[src/sv/qrim_pkg.sv]
`timescale 1ns / 1ps
package qrim_pkg;

  localparam int CB      = 12;          // coordinate bits
  localparam int DW      = CB + 2;      // pixel minus corner, signed
  localparam int EW      = CB + 1;      // corner minus corner, signed
  localparam int PW      = DW + EW;     // one product of a cross term
  localparam int NW      = PW + 1;      // edge cross product, signed
  localparam int DENW    = NW + 1;      // interpolation denominator, unsigned
  localparam int PRODW   = CB + NW;     // interpolation numerator, unsigned
  localparam int SW      = CB + 1;      // source width / height
  localparam int CFGW    = 2 * CB + 2;  // widest config register
  localparam int IDXW    = 3;
  localparam int LAT     = CB + 5;      // accept to result strobe

  localparam logic [IDXW-1:0] REG_CORNER_A = 3'd0;
  localparam logic [IDXW-1:0] REG_CORNER_B = 3'd1;
  localparam logic [IDXW-1:0] REG_CORNER_C = 3'd2;
  localparam logic [IDXW-1:0] REG_CORNER_D = 3'd3;
  localparam logic [IDXW-1:0] REG_SPAN_X   = 3'd4;
  localparam logic [IDXW-1:0] REG_SPAN_Y   = 3'd5;
  localparam logic [IDXW-1:0] REG_SIZE     = 3'd6;

  typedef struct packed {
    logic [CB-1:0] quo;
    logic          rem_nz;
  } div_res_t;

endpackage

[src/sv/qrim_div.sv]
`timescale 1ns / 1ps
module qrim_div (
  input  logic                    clk,
  input  logic [qrim_pkg::PRODW-1:0] num,
  input  logic [qrim_pkg::DENW-1:0]  den,
  output qrim_pkg::div_res_t      res
);
  import qrim_pkg::*;

  // restoring divider, one quotient bit per stage; quotient known to fit CB bits
  logic [DENW-1:0] rem_r [CB];
  logic [CB-1:0]   low_r [CB];
  logic [CB-1:0]   quo_r [CB];
  logic [DENW-1:0] den_r [CB];

  logic [DENW-1:0] rem_in [CB];
  logic [CB-1:0]   low_in [CB];
  logic [CB-1:0]   quo_in [CB];
  logic [DENW-1:0] den_in [CB];
  logic [DENW-1:0] rem_nxt [CB];
  logic [CB-1:0]   low_nxt [CB];
  logic [CB-1:0]   quo_nxt [CB];

  always_comb begin
    rem_in[0] = {1'b0, num[PRODW-1:CB]};
    low_in[0] = num[CB-1:0];
    quo_in[0] = '0;
    den_in[0] = den;
    for (int k = 1; k < CB; k++) begin
      rem_in[k] = rem_r[k-1];
      low_in[k] = low_r[k-1];
      quo_in[k] = quo_r[k-1];
      den_in[k] = den_r[k-1];
    end
  end

  for (genvar k = 0; k < CB; k++) begin : g_stage
    logic [DENW:0] trial;
    logic [DENW:0] diff;
    always_comb begin
      trial = {rem_in[k], low_in[k][CB-1]};
      diff  = trial - {1'b0, den_in[k]};
      if (trial >= {1'b0, den_in[k]}) begin
        rem_nxt[k] = diff[DENW-1:0];
        quo_nxt[k] = {quo_in[k][CB-2:0], 1'b1};
      end else begin
        rem_nxt[k] = trial[DENW-1:0];
        quo_nxt[k] = {quo_in[k][CB-2:0], 1'b0};
      end
      low_nxt[k] = {low_in[k][CB-2:0], 1'b0};
    end

    always_ff @(posedge clk) begin
      rem_r[k] <= rem_nxt[k];
      low_r[k] <= low_nxt[k];
      quo_r[k] <= quo_nxt[k];
      den_r[k] <= den_in[k];
    end
  end

  assign res.quo    = quo_r[CB-1];
  assign res.rem_nz = (rem_r[CB-1] != '0);

endmodule

[config.mk]
export PLATFORM = sky130hd
export DESIGN_NAME = qrim_div
export DESIGN_NICKNAME = d
export VERILOG_FILES = /design/src/sv/qrim_pkg.sv /design/src/sv/qrim_div.sv
export SDC_FILE = /design/constraint.sdc
export NUM_CORES = 2
export LEC_CHECK = 0
export BUFFER_PORTS_ARGS = -buffer_cell sky130_fd_sc_hd__buf_2
export CORE_UTILIZATION = 30
export CTS_CLUSTER_DIAMETER = 40
export DETAILED_ROUTE_END_ITERATION = 10
export PLACE_DENSITY = 0.48
export SYNTH_ARGS = -nofsm -noshare
export SYNTH_HDL_FRONTEND = slang
export SYNTH_SLANG_ARGS = --single-unit
[constraint.sdc]
create_clock -name clk -period 4.37 [get_ports clk]
set_clock_uncertainty 0.2 [all_clocks]
set_input_delay 0.874 -clock clk [delete_from_list [all_inputs] [get_ports clk]]
set_output_delay 0.874 -clock clk [all_outputs]
set_load 0.01 [all_outputs]
==> results.yml <==
outcome:
  outcome: "complete, no violations"
global_routing:
  grt_pass1_wl_um: 140300
  grt_pass1_vias: 28270
  gr-total-overflow: 0
  antenna_found_initial: 0
  track_usage: 0.1320
  grt_start_max_net_pins: 51
floorplanning:
  dieArea_sq_um: 130100
  start_util: 0.3027
  io_pins: 83
  num_rows: 131
  core_sq_um: 127500
  die_w_um: 360.7
  die_h_um: 360.7
timing:
  fmax_mhz: 249.4
  grt_setup_unrepaired: "no"
  worst_pin_slew_ns: 0.8580
  maxSlewViolCount: 0
  setup_tns_ns: 0
  fin_crit_sh: 0.9177
  final_hold_viol_count: 0
  finalSetupViolCount: 0
  min_period_ns: 4.010
  maxSlewHeadroom: 0.4205
clock_tree:
  cts_sinks: 811
  cts_made_buffers: 151
  clkSlewWorstSetupHoldPaths_ns: 0.05
  insertion_delay_ns: 0.75
  cts_root_buf: "clkbuf_16"
  cts_tree: "done"
  cts_resized: 0
  htree_num_levels: 4
  postCtsSetupBuffers: 0
  clk_path_buf_depth: 3
  postCtsHoldBufs: 29
place:
  dpl-instance-area_sq_um: 41230
  hpwl_um: 66680
  gp_congestion: 0.8813
  dp_cells: 5742
  portBuffers: 82
drt:
  vias_per_cell: 4.594
  first_pass_iters: 5
  highest_layer: "met4"
  drt-total-wl_um: 86240
  wire_per_inst_um: 14.27
  dr_total_vias: 27770
  wl_met2_um: 41350
  met3_length_um: 3166
  drtAntennaViolNets: 0
  first_iter_violations: 1108
  met1_length_um: 37760
  drcViolationCount: 0
logic_synthesis:
  synth_ff_type: "dfxtp_1"
  yosysWarnings: 0
  synth_area_per_cell_sq_um: 9.555
  synth_cell_type_count: 85
  synth_seq_area_share: 0.4206
  synthCells: 4040
  syn_nets: 4470
  ys_ff_latch: 811
  synth_edf_count: 0
  synthesis.area_sq_um: 38600
  synth_async_sr_flop_share: 0
setup_path:
  path_cells: "dlygate4sd3_1, buf_2, inv_1, ha_1, o21a_1, o31a_1, o31a_1, o41ai_2, buf_4, o311ai_1, a211oi_2, o21ai_1, nor2b_1, o22ai_2, buf_12, mux2_2"
  worst-path-buf-inv: 5
  cp-startpoint: "den[2]"
  reg2reg_to: "rem_r[1][35]"
  critical_path_arrival_ns: 4.43
  worst-setup-path-type: "in -> reg"
  cp.depth: 16
  crit_path_end_kind: "flip-flop"
  crit_family: "compound AO/OA/AOI/OAI gates"
  rr_startpoint: "low_r[4][10]"
  rr_worst_depth: 14
  worst_path_most_repeated_cell: "o31a_1"
  cpPeakStageDelay_ns: 0.51
  crit_path_end: "rem_r[0][8]"
  cp_max_fo: 23
  start_kind: "input pin"
  ff2ff_setup_slack_ns: 0.39
  cp_slowest_cell: "dlygate4sd3_1"
  worstPathRequired_ns: 4.79
final_layout:
  drive_above_1_share: 0.1485
  multi_input_area_sq_um: 20440
  fillers: 12810
  layout.area.seq_sq_um: 16240
  final_common_cell: "dfxtp_1"
  instances_no_fill: 6045
  syn2layout_area_growth_pct: 21.20
  n_antenna_cell: 0
  final_cell_area_sq_um: 46780
  final_cell_mix: "dfxtp_1 (811), inv_1 (429), ha_1 (348)"
  layout.nets: 4692
  finish.utilization: 0.3669
power:
  leakage_nw: 21.40
  power_density_nw_per_um2: 870.6
  power_mw: 40.73
  irDropWorstVdd_mv: 0.3841
worst_hold_path:
  min_path_type: "in -> reg"
job:
  max_cap_violations: 0
## worst min path at each step
| stage | cells after the start | endpoint | from | slack [ns] |
|---|---|---|---|---|
| global route | 1 | den_r[0][21] | den[21] | 0.03 |
| global placement | 0 | quo_r[1][14] | quo_r[1][1] | 0.11 |
| floorplan | 0 | low_r[10][10] | low_r[9][9] | 0.11 |
| CTS | 1 | den_r[0][27] | den[27] | 0.0004 |
| detailed placement | 0 | quo_r[1][30] | quo_r[1][17] | 0.11 |
| finish | 1 | den_r[0][27] | den[27] | 0.06 |
## cell type report
class | count | share of cell area
flip-flops and latches | 811 | 0.3470
clock buffers | 180 | 0.08745
multi-input cells | 2711 | 0.4370
repair buffers | 158 | 0.02466
inverters | 429 | 0.03442
well taps | 1662 | 0.04445
clock inverters | 94 | 0.02501
## report_power, final
part           internal, mW  switching [mW]
clock network          7.81            4.02
registers              9.75            1.10
logic                  8.76            9.29
total                  26.3            14.4
## Yosys cell counts, drive strengths merged, types with 34 or more instances
master,instances,area (sq um)
a21o,157,1179
xnor2,190,1664
nor2,207,777.0
nor2b,55,344.1
inv,429,1610
nor3,49,245.2
nand3,60,300.3
mux2,220,2579
a31oi,39,259.0
o21bai,34,259.0
dfxtp,811,16240
clkbuf,63,236.5
nand4,53,331.6
ha,348,4354
a21oi,313,1567
nand2,215,807.0
xor2,98,858.3
o21a,52,390.4
nand2b,38,237.7
o21ai,207,1036
## routing by layer
| metal | track usage | vias up |
|---|---|---|
| met5 | 0 | - |
| met4 | 0.07226 | 0 |
| met3 | 0.02823 | 211 |
| met2 | 0.2323 | 459 |
| met1 | 0.1476 | 12440 |
| li1 | - | 14660 |
## metrics by stage
stage | worst slack [ns] | hold WS, ns
after global placement | 0.08711 | 0.1099
after global routing | 0.1677 | 0.02563
after detailed placement | 0.03584 | 0.1121
final | 0.3597 | 0.06190
after CTS | 0.3400 | 0.0003892
after floorplan | 0.4539 | 0.1096
## flip-flops by register name, indices dropped and copies added (netlist names)
name and count:
rem_r 348, den_r 319, quo_r 78, low_r 66
## logic make-up after synthesis
group	after synthesis	synth area share
AO/OA/AOI/OAI	1006	0.1675
XOR/XNOR	288	0.06534
adder cells (fa/ha/maj)	360	0.1190
buffers and inverters	518	0.05150
flip-flops	811	0.4206
multiplexers	239	0.07173
AND/OR/NAND/NOR	818	0.1043
## worst register-to-register path: stages (launching register included)
cell and delay, ns:
dfxtp_1 0.30, inv_1 0.05, ha_1 0.20, fa_1 0.41
nor2b_1 0.16, o31a_1 0.20, o2111ai_1 0.22, a21oi_1 0.35
nor2_1 0.15, o311ai_0 0.50, a211oi_1 0.20, nor2_1 0.21
o32ai_4 0.19, buf_12 0.22, mux2_2 0.30
No activity file was read; power rests on OpenSTA's default activity.
